<file path="config.mk">
export PLATFORM = sky130hd
export DESIGN_NAME = smci_ctrl
export DESIGN_NICKNAME = d
export VERILOG_FILES = /design/src/rtl/smci_pkg.sv /design/src/rtl/smci_ctrl.sv
export SDC_FILE = /design/constraint.sdc
export NUM_CORES = 1
export LEC_CHECK = 0
export ABC_AREA = 1
export CORE_MARGIN = 8
export CORE_UTILIZATION = 38
export DETAILED_ROUTE_END_ITERATION = 10
export DONT_BUFFER_PORTS = 1
export SYNTH_ARGS = -nofsm -noshare
export SYNTH_HDL_FRONTEND = slang
export SYNTH_SLANG_ARGS = --single-unit
</file>
<file path="constraint.sdc">
create_clock -name clk -period 2.6 [get_ports clk]
set_clock_uncertainty 0.2 [all_clocks]
set_input_delay 0.13 -clock clk [delete_from_list [all_inputs] [get_ports clk]]
set_output_delay 0.13 -clock clk [all_outputs]
set_load 0.02 [all_outputs]
</file>
<file path="src/rtl/smci_pkg.sv">
// Package for the soil moisture curve indicator: widths, codes, root table.
// No dependencies; used by all rtl/ modules.
package smci_pkg;
	localparam int SAMPLE_BITS = 12;
	localparam int EXP_FRAC_BITS = 8;
	localparam int EXP_BITS = 3 + EXP_FRAC_BITS;
	localparam int PCT_BITS = 7;
	localparam int COLOR_BITS = 8;
	localparam int BRIGHT_BITS = 7;
	localparam int IDX_BITS = 2;

	localparam logic [IDX_BITS-1:0] REG_WET = 2'd0;
	localparam logic [IDX_BITS-1:0] REG_DRY = 2'd1;
	localparam logic [IDX_BITS-1:0] REG_EXP = 2'd2;

	localparam logic [SAMPLE_BITS-1:0] WET_RESET = SAMPLE_BITS'(1300);
	localparam logic [SAMPLE_BITS-1:0] DRY_RESET = SAMPLE_BITS'(3000);
	localparam logic [EXP_BITS-1:0] EXP_RESET = EXP_BITS'((77 << EXP_FRAC_BITS) >> 8);

	// datapath operations, one per controller step
	typedef enum logic [3:0] {
		OP_NONE,
		OP_LOAD,     // latch sample, clamp, prepare divide
		OP_DIV,      // one restoring divide bit
		OP_LOGINIT,  // leading-one search result, init mantissa
		OP_SQ,       // one squaring step of log2
		OP_MUL,      // magnitude times exponent
		OP_EXPSTEP,  // one root multiply step
		OP_FINISH    // shift, percent, band, pulse
	} op_t;

	typedef struct packed {
		op_t        op;
		logic [4:0] step;
	} cmd_t;

	typedef struct packed {
		logic dry_le_wet;
	} stat_t;

	typedef logic [16:0][32:0] root_tab_t;

	// c_0 = 1/2 in Q0.32, each next entry the truncated square root of the one before
	function automatic root_tab_t make_roots();
		root_tab_t tab;
		logic [63:0] v, res, bw;
		tab = '0;
		tab[0] = 33'h0_8000_0000;
		for (int k = 1; k <= 16; k++) begin
			v = 64'(tab[k-1]) << 32;
			res = '0;
			bw = 64'd1 << 62;
			while (bw > v) bw = bw >> 2;
			while (bw != 64'd0) begin
				if (v >= res + bw) begin
					v = v - (res + bw);
					res = (res >> 1) + bw;
				end else begin
					res = res >> 1;
				end
				bw = bw >> 2;
			end
			tab[k] = 33'(res);
		end
		return tab;
	endfunction

	localparam root_tab_t ROOT_TAB = make_roots();

	// c_k ~ 2^-(2^-k) in Q0.32
	function automatic logic [32:0] root_c(input logic [4:0] k);
		logic [32:0] r;
		if (k >= 5'd1 && k <= 5'd16) r = ROOT_TAB[k];
		else r = 33'h1_0000_0000;
		return r;
	endfunction
endpackage

</file>
<file path="src/rtl/smci_ctrl.sv">
// Controller of the soil moisture curve indicator: sequences the datapath steps.
// Depends on smci_pkg.
module smci_ctrl (
	input  logic clk,
	input  logic arst_n,
	input  logic in_valid,
	output logic in_stall,
	output logic out_valid,
	input  logic out_stall,
	output smci_pkg::cmd_t cmd
);
	import smci_pkg::*;

	typedef enum logic [6:0] {
		S_IDLE  = 7'b0000001,
		S_DIV   = 7'b0000010,
		S_LOGI  = 7'b0000100,
		S_SQ    = 7'b0001000,
		S_MUL   = 7'b0010000,
		S_EXP   = 7'b0100000,
		S_FIN   = 7'b1000000
	} state_t;

	state_t state_q;
	logic [4:0] cnt_q;
	logic out_valid_q;

	// output register may hold a result while the next item is being worked
	assign in_stall = (state_q != S_IDLE);
	assign out_valid = out_valid_q;
	logic fin_ok;
	assign fin_ok = !out_valid_q || !out_stall;

	always_comb begin
		cmd.step = cnt_q;
		unique case (state_q)
			S_IDLE: cmd.op = in_valid ? OP_LOAD : OP_NONE;
			S_DIV:  cmd.op = OP_DIV;
			S_LOGI: cmd.op = OP_LOGINIT;
			S_SQ:   cmd.op = OP_SQ;
			S_MUL:  cmd.op = OP_MUL;
			S_EXP:  cmd.op = OP_EXPSTEP;
			S_FIN:  cmd.op = fin_ok ? OP_FINISH : OP_NONE;
			default: cmd.op = OP_NONE;
		endcase
	end

	always_ff @(posedge clk or negedge arst_n) begin
		if (!arst_n) begin
			state_q <= S_IDLE;
			cnt_q <= '0;
			out_valid_q <= 1'b0;
		end else begin
			if (out_valid_q && !out_stall) out_valid_q <= 1'b0;
			unique case (state_q)
				S_IDLE: if (in_valid) begin
					state_q <= S_DIV;
					cnt_q <= '0;
				end
				S_DIV: begin
					cnt_q <= cnt_q + 5'd1;
					if (cnt_q == 5'd16) begin
						state_q <= S_LOGI;
						cnt_q <= '0;
					end
				end
				S_LOGI: state_q <= S_SQ;
				S_SQ: begin
					cnt_q <= cnt_q + 5'd1;
					if (cnt_q == 5'd15) begin
						state_q <= S_MUL;
						cnt_q <= 5'd1;
					end
				end
				S_MUL: state_q <= S_EXP;
				S_EXP: begin
					cnt_q <= cnt_q + 5'd1;
					if (cnt_q == 5'd16) state_q <= S_FIN;
				end
				S_FIN: if (fin_ok) begin
					state_q <= S_IDLE;
					out_valid_q <= 1'b1;
				end
				default: state_q <= S_IDLE;
			endcase
		end
	end

	a_no_accept_busy: assert property (@(posedge clk) disable iff (!arst_n)
		(state_q != S_IDLE) |-> in_stall) else $error("accept while busy");
	a_fin_no_overwrite: assert property (@(posedge clk) disable iff (!arst_n)
		(cmd.op == OP_FINISH) |-> (!out_valid_q || !out_stall))
		else $error("result overwritten");
	a_valid_after_fin: assert property (@(posedge clk) disable iff (!arst_n)
		(cmd.op == OP_FINISH) |=> out_valid_q) else $error("result lost");
endmodule

</file>
==> summary.txt <==
Routing
  • Via density: 4.669
  • DRT Wirelength: 1.973 mm
  • 1st-iter DRT viols: 21
  • Drt wl/cell: 12.33 µm
  • Pre-Repair DR Iteration Count: 4
  • Drc violations: 0
  • Via Count: 747
  • Antenna viol nets, final: 0

Place
  • Number of port buffers: 0
  • Routability Congestion: 0.8150
  • Post-detail-place hpwl: 1.627 mm
  • Post-Place Setup Slack: 0.7247 ns
  • Total placed instance area: 920.9 µm²
  • Placed Cells incl. Taps: 153

Cells and area
  • Final Cell Area: 977.2 µm²
  • Ratio of cells with drive above 1 in the final layout: 18.94%
  • # fillers: 242
  • Area Overhead vs Synth: 9.384%
  • Ant diodes: 0
  • # nets final: 141
  • Post-layout util: 44.17%
  • Post-Layout Cell Count: 160

Clock network
  • Post-CTS Setup Repair Bufs: 0
  • CTS root buffer: clkbuf_4
  • Hold buffer count at CTS: 3
  • CTS Buf Count: 3
  • Max clock buf depth: 2
  • CTS H-Tree Depth: 1
  • CTS Sinks: 13
  • Post-CTS sizing: 0
  • Worst-path clk slew: 0.08 ns
  • TritonCTS clock tree: built
  • Clock Latency Late Sink: 0.27 ns

STA
  • Setup_tns: 0 ns
  • Fin. Hold Viols: 0
  • Fin. max-slew vios: 0
  • Final Setup Violations: 0
  • Unrepaired setup endpoints after global routing: false
  • Minimum hold slack: 0.1022 ns
  • Peak Freq: 525.4 MHz
  • Final worst slack: 0.6966 ns
  • Min cycle time layout: 1.903 ns
  • Measured slew at the worst slew-check pin: 0.6217 ns
  • Rel. slew slack: 58.41%
  • Final Cycle Share: 73.21%

Setup path
  • Critical Path Source Type: register
  • CP Data Arrival Time: 1.92 ns
  • Slowest stage delay, CP: 0.54 ns
  • Slowest cell on crit path: dfrtp_1
  • Critical path class: reg -> reg
  • Worst EP required: 2.62 ns
  • CP cell instances: ha_1 > nand2_1 > nor2_1 > ha_1 > inv_1 > nand2_2 > nand2_2 > nor2_2 > nand2_1 > nand2_1
  • Cell mode on critical path: nand2_1
  • Critical path fanouts, max: 5
  • R2R cell count: 10
  • Worst R2R End: state_q[1]$_DFFE_PN0P_
  • Crit path buf inv count: 1
  • Flop-to-flop setup slack: 0.70 ns
  • Delay-heaviest family, CP: simple AND/OR/NAND/NOR gates
  • Critical path capture point type: register
  • Reg-to-Reg Start: cnt_q[0]$_DFFE_PN0P_
  • WP depth: 10

Min path
  • Worst hold path type: in -> async

Synthesis
  • Distinct cell type count after synthesis: 22
  • Cell area after technology mapping: 893.4 µm²
  • Most frequent cells after synthesis: 36 x nand2_1, 17 x inv_1, 12 x dfrtp_1, 12 x nand3_1, 11 x nor2_1
  • #FFs+latches synth: 13
  • Yosys warning count: 0
  • Synth top area cells: dfrtp_1 34%, nand2_1 15%, inv_1 7.1%
  • Gate Count Post-Synth: 126
  • Synth Area per Inst: 7.090 µm²
  • Top cell type's share of synthesized area: 33.61%
  • Sequential area share after synthesis: 36.55%
  • Number of enable flip-flop cells after synthesis: 0
  • Top-count cell post-synth: nand2_1
  • Synth Flop Type: dfrtp_1
  • Synth Net Count: 134
  • Asr flop ratio synth: 100.0%
  • Synth area leader: dfrtp_1

Power and ir drop
  • Power per standard cell area: 347.3 mW/mm²
  • Switch share: 22.01%
  • Combinational cell fraction of total power: 2.7%
  • P_int: 0.2647 mW
  • Flop pwr share: 59.5%
  • Clock power share: 37.8%
  • Net Switching: 0.07471 mW
  • Pwr Total: 0.3394 mW
  • Leak pwr: 0.5073 nW
  • Peak supply drop: 0.0001771 V

Floorplanning
  • Row count: 17
  • Core ar.: 0.002212 mm²
  • Die width: 64.49 µm
  • Ports: 15
  • Die Area: 0.004158 mm²
  • Initial Util: 40.38%
  • DIE HEIGHT: 64.49 µm

Global routing
  • Largest net degree at the start of global routing: 14
  • Grt total ovfl: 0
  • Initial antenna violation count: 0
  • Global Route Usage Sum: 9.876%
  • Vias in the first global route: 792
  • Global-route wire length before repair: 3.325 mm

Status
  • Status: finished, final reports clean

Job
  • Max_cap viols: 0
[power groups by stage]
stage | Sequential, mW | Clock (mW) | Combinational (mW)
2_1_floorplan | 0.206 | 0 | 0.00286
3_3_place_gp | 0.206 | 0 | 0.00173
3_5_place_dp | 0.206 | 0 | 0.00171
4_1_cts | 0.202 | 0.128 | 0.00937
5_1_grt | 0.202 | 0.140 | 0.0104
6_report | 0.202 | 0.128 | 0.00914
[area by class of cell]
class	count	area [µm²]	share of cell area, %
timing repair buffer	3	30.03	3.073
multi-input combinational	92	484.2	49.55
clock buffer	4	26.28	2.689
sequential	13	326.6	33.42
tap	28	35.03	3.585
inverter	20	75.07	7.682
[per-layer routing]
layer / global-route usage, % / share of wire, %
met3: 2.062 / 4.1
met1: 10.39 / 41
met4: 4.087 / 1.0
met5: 0 / 0
met2: 18.51 / 54
[cells in the final DEF, fill, tap and decap left out, drive strengths merged]
cell         instances
ha                   4
or2                  1
dfrtp               12
nand4                1
nand3               13
dlygate4sd3          3
xor2                 2
nand2               43
clkbuf               4
conb                 1
nor2                20
a21oi                2
nor3                 3
a22oi                1
inv                 20
and3                 1
dfstp                1
[kinds of logic (layout without fill, tap and decap cells)]
logic type	Yosys count	count (layout)	share of synthesized area, %
compound gates	3	3	1.961
xor+xnor	2	2	1.961
fa+ha+maj	4	4	5.602
buf+inv	21	27	9.244
flops	13	13	36.56
other cells	1	1	0.4198
simple gates	82	82	44.26
[how the worst max path moves through the flow]
stage | endpoint | from | slack [ns]
global placement | state_q[1]$_DFFE_PN0P_ | cnt_q[0]$_DFFE_PN0P_ | 0.75
floorplan | state_q[1]$_DFFE_PN0P_ | cnt_q[1]$_DFFE_PN0P_ | 0.90
finish | state_q[1]$_DFFE_PN0P_ | cnt_q[0]$_DFFE_PN0P_ | 0.70
detailed placement | state_q[0]$_DFFE_PN1P_ | cnt_q[0]$_DFFE_PN0P_ | 0.72
CTS | state_q[0]$_DFFE_PN1P_ | cnt_q[0]$_DFFE_PN0P_ | 0.69
global route | state_q[0]$_DFFE_PN1P_ | cnt_q[0]$_DFFE_PN0P_ | 0.54
[registers in the layout (all words and copies together), names as in the netlist]
name,flops
cnt_q,5
out_valid,1
state_q,7
Note: power is estimated with default switching activity, not from simulation.
